===== src/rtl/block_statistics_unit_macros.svh =====
// Assertion macros for the block statistics unit.
`ifndef BLOCK_STATISTICS_UNIT_MACROS_SVH
`define BLOCK_STATISTICS_UNIT_MACROS_SVH

`ifndef ASSERT_OFF

// Clocked property, disabled while reset is asserted.
`define BSU_ASSERT_RST(label, clk, rst_n, prop, msg) \
    label: assert property (@(posedge clk) disable iff (!(rst_n)) prop) else $error(msg);

// Clocked property, checked in every cycle, reset included.
`define BSU_ASSERT_CLK(label, clk, prop, msg) \
    label: assert property (@(posedge clk) prop) else $error(msg);

`else

`define BSU_ASSERT_RST(label, clk, rst_n, prop, msg)

`define BSU_ASSERT_CLK(label, clk, prop, msg)

`endif

`endif


===== src/rtl/bstat_pkg.sv =====
`default_nettype none

package bstat_pkg;

    localparam int DEF_MAX_COUNT = 1024;

    localparam int SAMPLE_W   = 16;
    localparam int FRAC_W     = 8;
    localparam int MEAN_OUT_W = 24;
    localparam int STD_OUT_W  = 24;
    localparam int CNT_OUT_W  = 11;
    localparam int STATUS_W   = 2;
    localparam int V_W        = 48;
    localparam int ROOT_W     = 24;

    localparam logic [STATUS_W-1:0] ST_OK       = 2'd0;
    localparam logic [STATUS_W-1:0] ST_SINGLE   = 2'd1;
    localparam logic [STATUS_W-1:0] ST_OVERFLOW = 2'd2;

    localparam logic signed [SAMPLE_W-1:0] SAMPLE_MIN = 16'sh8000;

    typedef struct packed {
        logic signed [SAMPLE_W-1:0] sample;
        logic                       last;
    } t_in;

    typedef struct packed {
        logic signed [SAMPLE_W-1:0]   second_largest;
        logic                         has_second;
        logic signed [MEAN_OUT_W-1:0] mean_q8;
        logic [STD_OUT_W-1:0]         std_dev_q8;
        logic [CNT_OUT_W-1:0]         sample_count;
        logic [STATUS_W-1:0]          status;
    } t_out;

endpackage

`default_nettype wire


===== src/rtl/block_statistics_unit.sv =====
// Accumulation: one sample per cycle while a block is open, in_stall low.
// After the marked last sample the sequencer forms n*sumsq - sum^2 on the shared
// add/subtract unit, divides by n*(n-1), takes the root, divides the sum by n for the mean
// (mean only below two samples) and registers the result; no sample is taken meanwhile.
// i_rst_n is synchronous, active low: clears sums, count, extremes, flags and the output valid.
`default_nettype none

`include "block_statistics_unit_macros.svh"

module block_statistics_unit #(
    parameter int MAX_COUNT = bstat_pkg::DEF_MAX_COUNT
) (
    input  logic            i_clk,
    input  logic            i_rst_n,
    input  logic            i_in_valid,
    output logic            o_in_stall,
    input  bstat_pkg::t_in  i_in,
    output logic            o_out_valid,
    input  logic            i_out_stall,
    output bstat_pkg::t_out o_out
);

    localparam int LOG_W  = $clog2(MAX_COUNT);
    localparam int CNT_W  = $clog2(MAX_COUNT + 1);
    localparam int SUM_W  = bstat_pkg::SAMPLE_W + 1 + LOG_W;
    localparam int SQ_W   = 2 * bstat_pkg::SAMPLE_W - 1 + LOG_W;
    localparam int PROD_W = CNT_W + SQ_W;
    localparam int M_W    = 2 * CNT_W;
    localparam int MEAN_W = SUM_W + bstat_pkg::FRAC_W;
    localparam int DVD_W  = PROD_W + 2 * bstat_pkg::FRAC_W;
    localparam int MUL_W  = (SUM_W > CNT_W) ? SUM_W : CNT_W;
    localparam int STEP_W = $clog2(DVD_W + 1);
    localparam int SR_W   = bstat_pkg::ROOT_W + 2;
    localparam int V_W    = bstat_pkg::V_W;
    localparam int ROOT_W = bstat_pkg::ROOT_W;

    typedef enum logic [7:0] {
        S_ACC  = 8'b0000_0001,
        S_PREP = 8'b0000_0010,
        S_MULN = 8'b0000_0100,
        S_MULS = 8'b0000_1000,
        S_DIVV = 8'b0001_0000,
        S_SQRT = 8'b0010_0000,
        S_DIVM = 8'b0100_0000,
        S_DONE = 8'b1000_0000
    } t_state;

    t_state r_state, n_state;

    logic signed [SUM_W-1:0]              r_sum, n_sum;
    logic [SQ_W-1:0]                      r_sumsq, n_sumsq;
    logic [CNT_W-1:0]                     r_count, n_count;
    logic signed [bstat_pkg::SAMPLE_W-1:0] r_largest, n_largest;
    logic signed [bstat_pkg::SAMPLE_W-1:0] r_second, n_second;
    logic                                 r_seen, n_seen;
    logic                                 r_overflowed, n_overflowed;

    logic [STEP_W-1:0] r_step, n_step;
    logic [PROD_W-1:0] r_acc, n_acc;
    logic [PROD_W-1:0] r_mcand, n_mcand;
    logic [MUL_W-1:0]  r_mplier, n_mplier;
    logic              r_sub, n_sub;
    logic [M_W-1:0]    r_m, n_m;
    logic [DVD_W-1:0]  r_dvd, n_dvd;
    logic [M_W-1:0]    r_rem, n_rem;
    logic [M_W-1:0]    r_dvs, n_dvs;
    logic [V_W-1:0]    r_sqv, n_sqv;
    logic [SR_W-1:0]   r_srem, n_srem;
    logic [ROOT_W-1:0] r_root, n_root;
    logic [ROOT_W-1:0] r_std, n_std;

    logic            r_out_valid, n_out_valid;
    bstat_pkg::t_out r_out, n_out;

    logic                                    in_acc;
    logic                                    last_step;
    logic                                    full;
    logic signed [bstat_pkg::SAMPLE_W-1:0]   x;
    logic signed [2*bstat_pkg::SAMPLE_W-1:0] sq;
    logic [SUM_W-1:0]                        mag;
    logic [PROD_W-1:0]                       mul_acc;
    logic [M_W:0]                            dv_t;
    logic [M_W:0]                            dv_diff;
    logic                                    dv_ge;
    logic [DVD_W-1:0]                        dv_dvd;
    logic [M_W-1:0]                          dv_rem;
    logic [SR_W+1:0]                         sq_t;
    logic [SR_W+1:0]                         sq_trial;
    logic [SR_W+1:0]                         sq_diff;
    logic                                    sq_ge;
    logic [ROOT_W-1:0]                       sq_root;
    logic [MEAN_W-1:0]                       mean_mag;
    logic [MEAN_W-1:0]                       mean_val;
    logic [CNT_W+bstat_pkg::CNT_OUT_W-1:0]   cnt_ext;
    logic [DVD_W-1:0]                        mean_dvd;

    assign in_acc    = i_in_valid && !o_in_stall;
    assign last_step = (r_step == STEP_W'(1));
    assign full      = (r_count >= CNT_W'(MAX_COUNT));
    assign x         = i_in.sample;
    assign sq        = x * x;
    assign mag       = r_sum[SUM_W-1] ? SUM_W'(-r_sum) : SUM_W'(r_sum);

    // shared add/subtract of the shift-add multiplier
    assign mul_acc = r_sub ? (r_acc - r_mcand) : (r_acc + r_mcand);

    // restoring divider step
    assign dv_t    = {r_rem, r_dvd[DVD_W-1]};
    assign dv_diff = dv_t - {1'b0, r_dvs};
    assign dv_ge   = (dv_t >= {1'b0, r_dvs});
    assign dv_dvd  = {r_dvd[DVD_W-2:0], dv_ge};
    assign dv_rem  = dv_ge ? dv_diff[M_W-1:0] : dv_t[M_W-1:0];

    // digit-by-digit root step, two radicand bits per cycle
    assign sq_t     = {r_srem, r_sqv[V_W-1 -: 2]};
    assign sq_trial = {(SR_W - ROOT_W)'(0), r_root, 2'b01};
    assign sq_diff  = sq_t - sq_trial;
    assign sq_ge    = (sq_t >= sq_trial);
    assign sq_root  = {r_root[ROOT_W-2:0], sq_ge};

    assign mean_dvd = {mag, bstat_pkg::FRAC_W'(0), (DVD_W - MEAN_W)'(0)};
    assign mean_mag = r_dvd[MEAN_W-1:0];
    assign mean_val = r_sum[SUM_W-1] ? (MEAN_W'(0) - mean_mag) : mean_mag;
    assign cnt_ext  = {bstat_pkg::CNT_OUT_W'(0), r_count};

    always_comb begin
        n_state      = r_state;
        n_sum        = r_sum;
        n_sumsq      = r_sumsq;
        n_count      = r_count;
        n_largest    = r_largest;
        n_second     = r_second;
        n_seen       = r_seen;
        n_overflowed = r_overflowed;
        n_step       = r_step;
        n_acc        = r_acc;
        n_mcand      = r_mcand;
        n_mplier     = r_mplier;
        n_sub        = r_sub;
        n_m          = r_m;
        n_dvd        = r_dvd;
        n_rem        = r_rem;
        n_dvs        = r_dvs;
        n_sqv        = r_sqv;
        n_srem       = r_srem;
        n_root       = r_root;
        n_std        = r_std;
        n_out        = r_out;
        n_out_valid  = r_out_valid && i_out_stall;

        unique case (r_state)
            S_ACC: begin
                if (in_acc) begin
                    if (full) begin
                        n_overflowed = 1'b1;
                    end else begin
                        priority if (r_count == CNT_W'(0)) begin
                            n_largest = x;
                        end else if (x > r_largest) begin
                            n_second  = r_largest;
                            n_seen    = 1'b1;
                            n_largest = x;
                        end else if (x < r_largest && (!r_seen || x > r_second)) begin
                            n_second = x;
                            n_seen   = 1'b1;
                        end
                        n_sum   = r_sum + SUM_W'(x);
                        n_sumsq = r_sumsq + SQ_W'($unsigned(sq));
                        n_count = r_count + CNT_W'(1);
                    end
                    if (i_in.last) begin
                        n_state = S_PREP;
                    end
                end
            end
            S_PREP: begin
                n_m = M_W'(r_count) * M_W'(r_count - CNT_W'(1));
                if (r_count < CNT_W'(2)) begin
                    n_std   = '0;
                    n_dvd   = mean_dvd;
                    n_rem   = '0;
                    n_dvs   = M_W'(r_count);
                    n_step  = STEP_W'(MEAN_W);
                    n_state = S_DIVM;
                end else begin
                    n_acc    = '0;
                    n_mcand  = PROD_W'(r_sumsq);
                    n_mplier = MUL_W'(r_count);
                    n_sub    = 1'b0;
                    n_step   = STEP_W'(CNT_W);
                    n_state  = S_MULN;
                end
            end
            S_MULN, S_MULS: begin
                if (r_mplier[0]) begin
                    n_acc = mul_acc;
                end
                n_mcand  = r_mcand << 1;
                n_mplier = r_mplier >> 1;
                n_step   = r_step - STEP_W'(1);
                if (last_step) begin
                    if (r_state == S_MULN) begin
                        n_mcand  = PROD_W'(mag);
                        n_mplier = MUL_W'(mag);
                        n_sub    = 1'b1;
                        n_step   = STEP_W'(SUM_W);
                        n_state  = S_MULS;
                    end else begin
                        n_dvd   = {(r_mplier[0] ? mul_acc : r_acc),
                                   (2 * bstat_pkg::FRAC_W)'(0)};
                        n_rem   = '0;
                        n_dvs   = r_m;
                        n_step  = STEP_W'(DVD_W);
                        n_state = S_DIVV;
                    end
                end
            end
            S_DIVV: begin
                n_dvd  = dv_dvd;
                n_rem  = dv_rem;
                n_step = r_step - STEP_W'(1);
                if (last_step) begin
                    n_sqv   = dv_dvd[V_W-1:0];
                    n_srem  = '0;
                    n_root  = '0;
                    n_step  = STEP_W'(ROOT_W);
                    n_state = S_SQRT;
                end
            end
            S_SQRT: begin
                n_sqv  = r_sqv << 2;
                n_srem = sq_ge ? sq_diff[SR_W-1:0] : sq_t[SR_W-1:0];
                n_root = sq_root;
                n_step = r_step - STEP_W'(1);
                if (last_step) begin
                    n_std   = sq_root;
                    n_dvd   = mean_dvd;
                    n_rem   = '0;
                    n_dvs   = M_W'(r_count);
                    n_step  = STEP_W'(MEAN_W);
                    n_state = S_DIVM;
                end
            end
            S_DIVM: begin
                n_dvd  = dv_dvd;
                n_rem  = dv_rem;
                n_step = r_step - STEP_W'(1);
                if (last_step) begin
                    n_state = S_DONE;
                end
            end
            S_DONE: begin
                if (!r_out_valid || !i_out_stall) begin
                    n_out.second_largest = r_second;
                    n_out.has_second     = r_seen;
                    n_out.mean_q8        = mean_val[bstat_pkg::MEAN_OUT_W-1:0];
                    n_out.std_dev_q8     = r_std;
                    n_out.sample_count   = cnt_ext[bstat_pkg::CNT_OUT_W-1:0];
                    if (r_overflowed) begin
                        n_out.status = bstat_pkg::ST_OVERFLOW;
                    end else if (r_count < CNT_W'(2)) begin
                        n_out.status = bstat_pkg::ST_SINGLE;
                    end else begin
                        n_out.status = bstat_pkg::ST_OK;
                    end
                    n_out_valid  = 1'b1;
                    n_sum        = '0;
                    n_sumsq      = '0;
                    n_count      = '0;
                    n_largest    = bstat_pkg::SAMPLE_MIN;
                    n_second     = bstat_pkg::SAMPLE_MIN;
                    n_seen       = 1'b0;
                    n_overflowed = 1'b0;
                    n_state      = S_ACC;
                end
            end
            default: begin
                n_state = S_ACC;
            end
        endcase
    end

    always_ff @(posedge i_clk) begin
        if (!i_rst_n) begin
            r_state      <= S_ACC;
            r_sum        <= '0;
            r_sumsq      <= '0;
            r_count      <= '0;
            r_largest    <= bstat_pkg::SAMPLE_MIN;
            r_second     <= bstat_pkg::SAMPLE_MIN;
            r_seen       <= 1'b0;
            r_overflowed <= 1'b0;
            r_out_valid  <= 1'b0;
        end else begin
            r_state      <= n_state;
            r_sum        <= n_sum;
            r_sumsq      <= n_sumsq;
            r_count      <= n_count;
            r_largest    <= n_largest;
            r_second     <= n_second;
            r_seen       <= n_seen;
            r_overflowed <= n_overflowed;
            r_out_valid  <= n_out_valid;
        end
    end

    always_ff @(posedge i_clk) begin
        r_step   <= n_step;
        r_acc    <= n_acc;
        r_mcand  <= n_mcand;
        r_mplier <= n_mplier;
        r_sub    <= n_sub;
        r_m      <= n_m;
        r_dvd    <= n_dvd;
        r_rem    <= n_rem;
        r_dvs    <= n_dvs;
        r_sqv    <= n_sqv;
        r_srem   <= n_srem;
        r_root   <= n_root;
        r_std    <= n_std;
        r_out    <= n_out;
    end

    assign o_in_stall  = (r_state != S_ACC);
    assign o_out_valid = r_out_valid;
    assign o_out       = r_out;

    `BSU_ASSERT_RST(a_count_cap, i_clk, i_rst_n, r_count <= CNT_W'(MAX_COUNT), "count above limit")
    `BSU_ASSERT_RST(a_ovf_full, i_clk, i_rst_n, r_overflowed |-> full, "overflow before full")
    `BSU_ASSERT_RST(a_last_prep, i_clk, i_rst_n, (in_acc && i_in.last) |=> r_state == S_PREP, "last beat did not start the sequencer")
    `BSU_ASSERT_RST(a_rem_bound, i_clk, i_rst_n, (r_state == S_DIVV || r_state == S_DIVM) |-> r_rem < r_dvs, "divider remainder out of range")
    `BSU_ASSERT_RST(a_out_src, i_clk, i_rst_n, $rose(r_out_valid) |-> $past(r_state == S_DONE), "result beat outside done state")
    `BSU_ASSERT_CLK(a_rst_out, i_clk, !i_rst_n |=> !r_out_valid, "result valid after reset")

endmodule

`default_nettype wire

===== config.mk =====
export PLATFORM = sky130hd
export DESIGN_NAME = block_statistics_unit
export DESIGN_NICKNAME = d
export VERILOG_FILES = /design/src/rtl/bstat_pkg.sv /design/src/rtl/block_statistics_unit.sv
export VERILOG_INCLUDE_DIRS = /design/src /design/src/rtl
export SDC_FILE = /design/constraint.sdc
export NUM_CORES = 2
export LEC_CHECK = 0
export ABC_AREA = 1
export BUFFER_PORTS_ARGS = -buffer_cell sky130_fd_sc_hd__buf_2
export CAP_MARGIN = 20
export CORE_MARGIN = 2
export CORE_UTILIZATION = 55
export CTS_BUF_LIST = sky130_fd_sc_hd__clkbuf_2 sky130_fd_sc_hd__clkbuf_4 sky130_fd_sc_hd__clkbuf_8
export CTS_CLUSTER_SIZE = 10
export DETAILED_ROUTE_END_ITERATION = 10
export PLACE_DENSITY_LB_ADDON = 0.3
export SYNTH_ARGS = -nofsm -noshare
export SYNTH_HDL_FRONTEND = slang
export SYNTH_SLANG_ARGS = --single-unit

===== constraint.sdc =====
create_clock -name i_clk -period 11.8 [get_ports i_clk]
set_clock_uncertainty 0.05 [all_clocks]
set_input_delay 1.77 -clock i_clk [delete_from_list [all_inputs] [get_ports i_clk]]
set_output_delay 1.77 -clock i_clk [all_outputs]
set_load 0.1 [all_outputs]

== After elaboration in Yosys (flattened, before gate mapping) ==
Index checks and enable logic that the tools add are counted.
W data, S select, Z words.

* $mul: 2
* $lt $le $gt $ge: 7
* Muxes and demuxes: 97
* Reductions and logical operators: 31
* Add/subtract/negate cells: 11
* Eq/ne operators: 26

{| class="wikitable"
|+ Operators with widths
! operator !! number
|-
| $mux W52 || 6
|-
| $mux W68 || 4
|-
| $pmux W68 S4 || 1
|-
| $pmux W52 S2 || 2
|-
| $mux W22 || 9
|-
| $mux W27 || 7
|-
| $mux W16 || 10
|-
| $mux W41 || 3
|-
| $pmux W27 S2 || 2
|-
| $mux W24 || 4
|-
| $pmux W24 S2 || 2
|-
| $pmux W48 S2 || 1
|-
| $pmux W22 S4 || 1
|-
| $pmux W41 S2 || 1
|-
| $pmux W22 S3 || 1
|-
| $pmux W16 S2 || 2
|-
| $mux W8 || 7
|-
| $pmux W8 S7 || 1
|-
| $add A52 B52 Y52 || 1
|-
| $mux W26 || 2
|-
| $pmux W26 S2 || 1
|-
| $sub A52 B52 Y52 || 1
|-
| $mux W48 || 1
|-
| $add A41 B32 Y41 || 1
|-
| 51 further kinds || 103
|}

* Output and inout bits: 80
* Register bits: 595
* Logic and storage cells: 202

== Logic depth before layout (Yosys ltp) ==
* Depth after elaboration: 9
* Depth in mapped cells: 37
* Gate-level depth less buffers: 36

== Worst setup path after synthesis ==
Ideal clock, no wire load.

* Path kind: in2reg
* From: in i_in[16] (netlist bit)
* To: reg r_sumsq[39]
* Setup time: 0.119 ns
* Stages: 35
* Required time: 11.631 ns
* Path buffers: 2
* Path slack: 2.903 ns
* Data arrival time: 8.727 ns
* Cell sequence: clkbuf_1 buf_1 nand2_1 inv_1 fa_1 inv_1 fa_1 inv_1 fa_1 fa_1 fa_1 inv_1 fa_1 inv_1 ha_1 nand2_1 nor2_1 inv_1 nor2_1 nand2_1 o211ai_1 a31oi_1 xnor2_1 ha_1 nand2_1 nor2_1 inv_1 nor2_1 inv_1 nor3_1 nand3_1 nand3_1 nand3_1 o21ai_0 a21oi_1

* Cells in the longest elaborated chain, start to end: 5

{| class="wikitable"
|+ RTL lines
! element !! line !! source
|-
| start, declared || block_statistics_unit.sv:17 || <nowiki>input bstat_pkg::t_in i_in,</nowiki>
|-
| $mul A16 B16 Y32 || block_statistics_unit.sv:101 || <nowiki>assign sq = x * x;</nowiki>
|-
| $add A41 B32 Y41 || block_statistics_unit.sv:168 || <nowiki>n_sumsq = r_sumsq + SQ_W'($unsigned(sq));</nowiki>
|-
| $mux W41 || block_statistics_unit.sv:154 || <nowiki>if (full) begin</nowiki>
|-
| $mux W41 || block_statistics_unit.sv:153 || <nowiki>if (in_acc) begin</nowiki>
|-
| $pmux W41 S2 || block_statistics_unit.sv:151 || <nowiki>unique case (r_state)</nowiki>
|-
| end signal, assigned || block_statistics_unit.sv:297 || <nowiki>r_sumsq <= n_sumsq;</nowiki>
|-
| end, declared || block_statistics_unit.sv:51 || <nowiki>logic [SQ_W-1:0] r_sumsq, n_sumsq;</nowiki>
|}

Every way passes these cells. The select of a mux whose other input is x is not followed.
A chain may end at the register's enable or synchronous reset.

== Worst setup path in the final report ==
* From: in i_in[16] (netlist bit)
* To: reg r_sumsq[38]

Same word-level chain as after synthesis.

==> flow_summary.ini <==
[placement]
place_ws_ps = 2070
globalplace.congestion = 1.01
io_buffers = 100
hpwl_microns = 108000

[timing]
setup_viol = 0
max_slew_margin_pct = 26.2
finalHoldViolCount = 0
fin_crit_ps = 9010
finalSetupTns_ps = 0
rsz0062_at_grt = false
post-route-period-util_pct = 76.3
worst_pin_slew_ps = 1110
timing.hold.ws_ps = 351
timing.fmax_mhz = 111
slew_violations = 0
fin_ws_ps = 2790

[drt]
drtIter0Drc = 3571
postRouteWirelength_microns = 139000
routedWlPerCell_microns = 18.1
drtAntennaViolNets = 0
drc = 0
dr_total_vias = 42643
firstDrtPassIters = 8
vias_per_cell = 5.56

[final_layout]
layout.nets = 7105
nFillCells = 8254
drive_gt1_share_pct = 5.99
area_delta_synth_final_pct = 7.43
utilization_pct = 59.5

[setup_path]
arrival_ps = 9610
regToRegEndpoint = r_m[20]$_DFFE_PP_
worstRegToRegCells = 20
worstPathMaxFanout = 23
criticalPathCategory = in2reg
max_stage_delay_ps = 550
reg2reg_slack_ps = 4750
crit_required_ps = 12400
slowest_stage = fa_1
cp-end-kind = flip-flop
start_kind = input pin
rr_startpoint = r_count[10]$_SDFFE_PN0P_

[synthesis]
synth_area_leaders = edfxtp_1, fa_1, nand2_1
synthesis.nets = 7053
seq_area_frac_synth_pct = 32.8
synth_most_common_cell = nand2_1
synth.top_cell.area_share_pct = 28.0
ys_ff_latch = 594
synth_top_cells_by_count = nand2_1, inv_1, nor2_1
synth_ff_type = edfxtp_1
ys_warn_count = 0
synth_edf_count = 472
async_flop_share_pct = 0
synthCells = 6341
synth.distinct_cells = 60
yosysTopAreaCell = edfxtp_1
syn_area_per_cell_sq_um = 7.99
netlist_area_sq_mm = 0.0507

[floorplanning]
coreArea_sq_mm = 0.0915
die_x_microns = 308
die_area_sq_mm = 0.0946
num_rows = 111
fp.dieH_microns = 308
io_pins = 101
start_util_pct = 55.4

[global_route]
overflow = 0
grt_pass1_wl_microns = 223000
grt_usage_pct = 29.8
grt_most_used_layer = met2
grt_antenna_before_repair = 2
grt_util_met3_pct = 4.29
grt_pass1_vias = 42369
grtUsageMet2_pct = 49.5
met1_usage_pct = 39.5
grt_max_degree = 97

[worst_hold_path]
min_path_type = reg2reg
min_delay_path_depth = 0
min_to = o_out[17]$_DFFE_PP_
hold_start = r_std[4]$_DFFE_PP_

[clock_tree]
clock_sinks = 594
cts_root_buffer = clkbuf_8
ctsHoldBuffers = 0
cts_tree = built
cts_max_level = 3
numCtsBuffers = 99
path_clk_slew_ps = 70
clock_latency_ps = 800
postCtsSetupBuffers = 0
ctsResizeCount = 0
cts_buffer_depth = 3

[status]
status = finished, final reports clean

[job]
maxCapViolations = 0
==> critical path, delay by kind of cell <==
| kind | cells | cell delay (ps) |
|---|---|---|
| simple gates | 11 | 1660 |
| compound gates | 4 | 820 |
| fa+ha+maj | 8 | 3800 |
| xor+xnor | 1 | 180 |
| buf+inv | 7 | 1330 |
==> worst max-delay path by stage <==
stage / end / startpoint / depth (start not counted)
6_report: r_sumsq[38]$_SDFFE_PN0P_ / i_in[16] / 31
5_1_grt: r_sumsq[38]$_SDFFE_PN0P_ / i_in[16] / 33
4_1_cts: r_sumsq[38]$_SDFFE_PN0P_ / i_in[16] / 31
3_5_place_dp: r_sumsq[38]$_SDFFE_PN0P_ / i_in[16] / 31
3_3_place_gp: r_sumsq[33]$_SDFFE_PN0P_ / i_in[16] / 31
2_1_floorplan: r_sumsq[39]$_SDFFE_PN0P_ / i_in[16] / 35
==> layer usage <==
layer	vias to the layer above	wire length [microns]
li1	20584	-
met1	20312	59000
met2	1433	65100
met3	314	9330
met4	0	5170
met5	-	0
==> registers in the layout, summed over array words and instances, names as in the netlist, 26 cells and up <==
register  flops
r_sumsq      41
r_mcand      52
r_acc        52
r_sqv        48
r_dvd        68
o_out        78
r_srem       26
r_sum        27
r_mplier     27
==> placed cells by master (no fill, tap or decap), types with 17 or more instances in the layout <==
cell type	synthesis	layout
o31ai_1	17	17
or2_2	46	46
nor3_1	86	86
a21o_1	34	34
dfxtp_1	122	122
clkbuf_4	0	26
clkbuf_8	0	104
xnor2_1	65	65
o21bai_1	28	28
clkinv_1	4	25
buf_2	35	100
buf_4	5	25
fa_1	332	332
nand3_1	306	306
edfxtp_1	472	472
nor2_1	631	628
a31oi_1	28	28
o21ai_0	327	326
nand2_1	1272	1271
xor2_1	151	151
a21oi_1	504	504
inv_1	1151	1149
nand4_1	60	60
ha_1	359	359
==> cells by family (layout without fill, tap and decap cells) <==
family,Yosys count,after routing,share of synthesized area [%]
simple gates,2473,2473,20.4
buf+inv,1343,1482,10.1
flops,594,594,32.8
xor+xnor,216,216,3.73
compound gates,1024,1024,11.0
fa+ha+maj,691,691,22.0
other cells,0,7,0
==> stage by stage <==
| stage | std cells | area (sq um) |
|---|---|---|
| 3_5_place_dp | 7477 | 52200 |
| 6_report | 7673 | 54400 |
| 4_1_cts | 7665 | 54400 |
| 3_3_place_gp | 7476 | 52200 |
| 2_1_floorplan | 6341 | 50700 |
| 5_1_grt | 7671 | 54400 |
==> final cells by class <==
type                       count  area [sq um]  share of cell area, %
sequential                   594         16600                   30.5
multi-input combinational   4404         29000                   53.2
antenna                        7          17.5                 0.0322
inverter                    1168          4390                   8.07
clock inverter                58           609                   1.12
timing repair buffer         126           703                   1.29
tap                         1186          1480                   2.73
clock buffer                 130          1630                   2.99
Power is not shown: default switching activity piles up to over one toggle a cycle in this logic, so the estimate is an artifact.
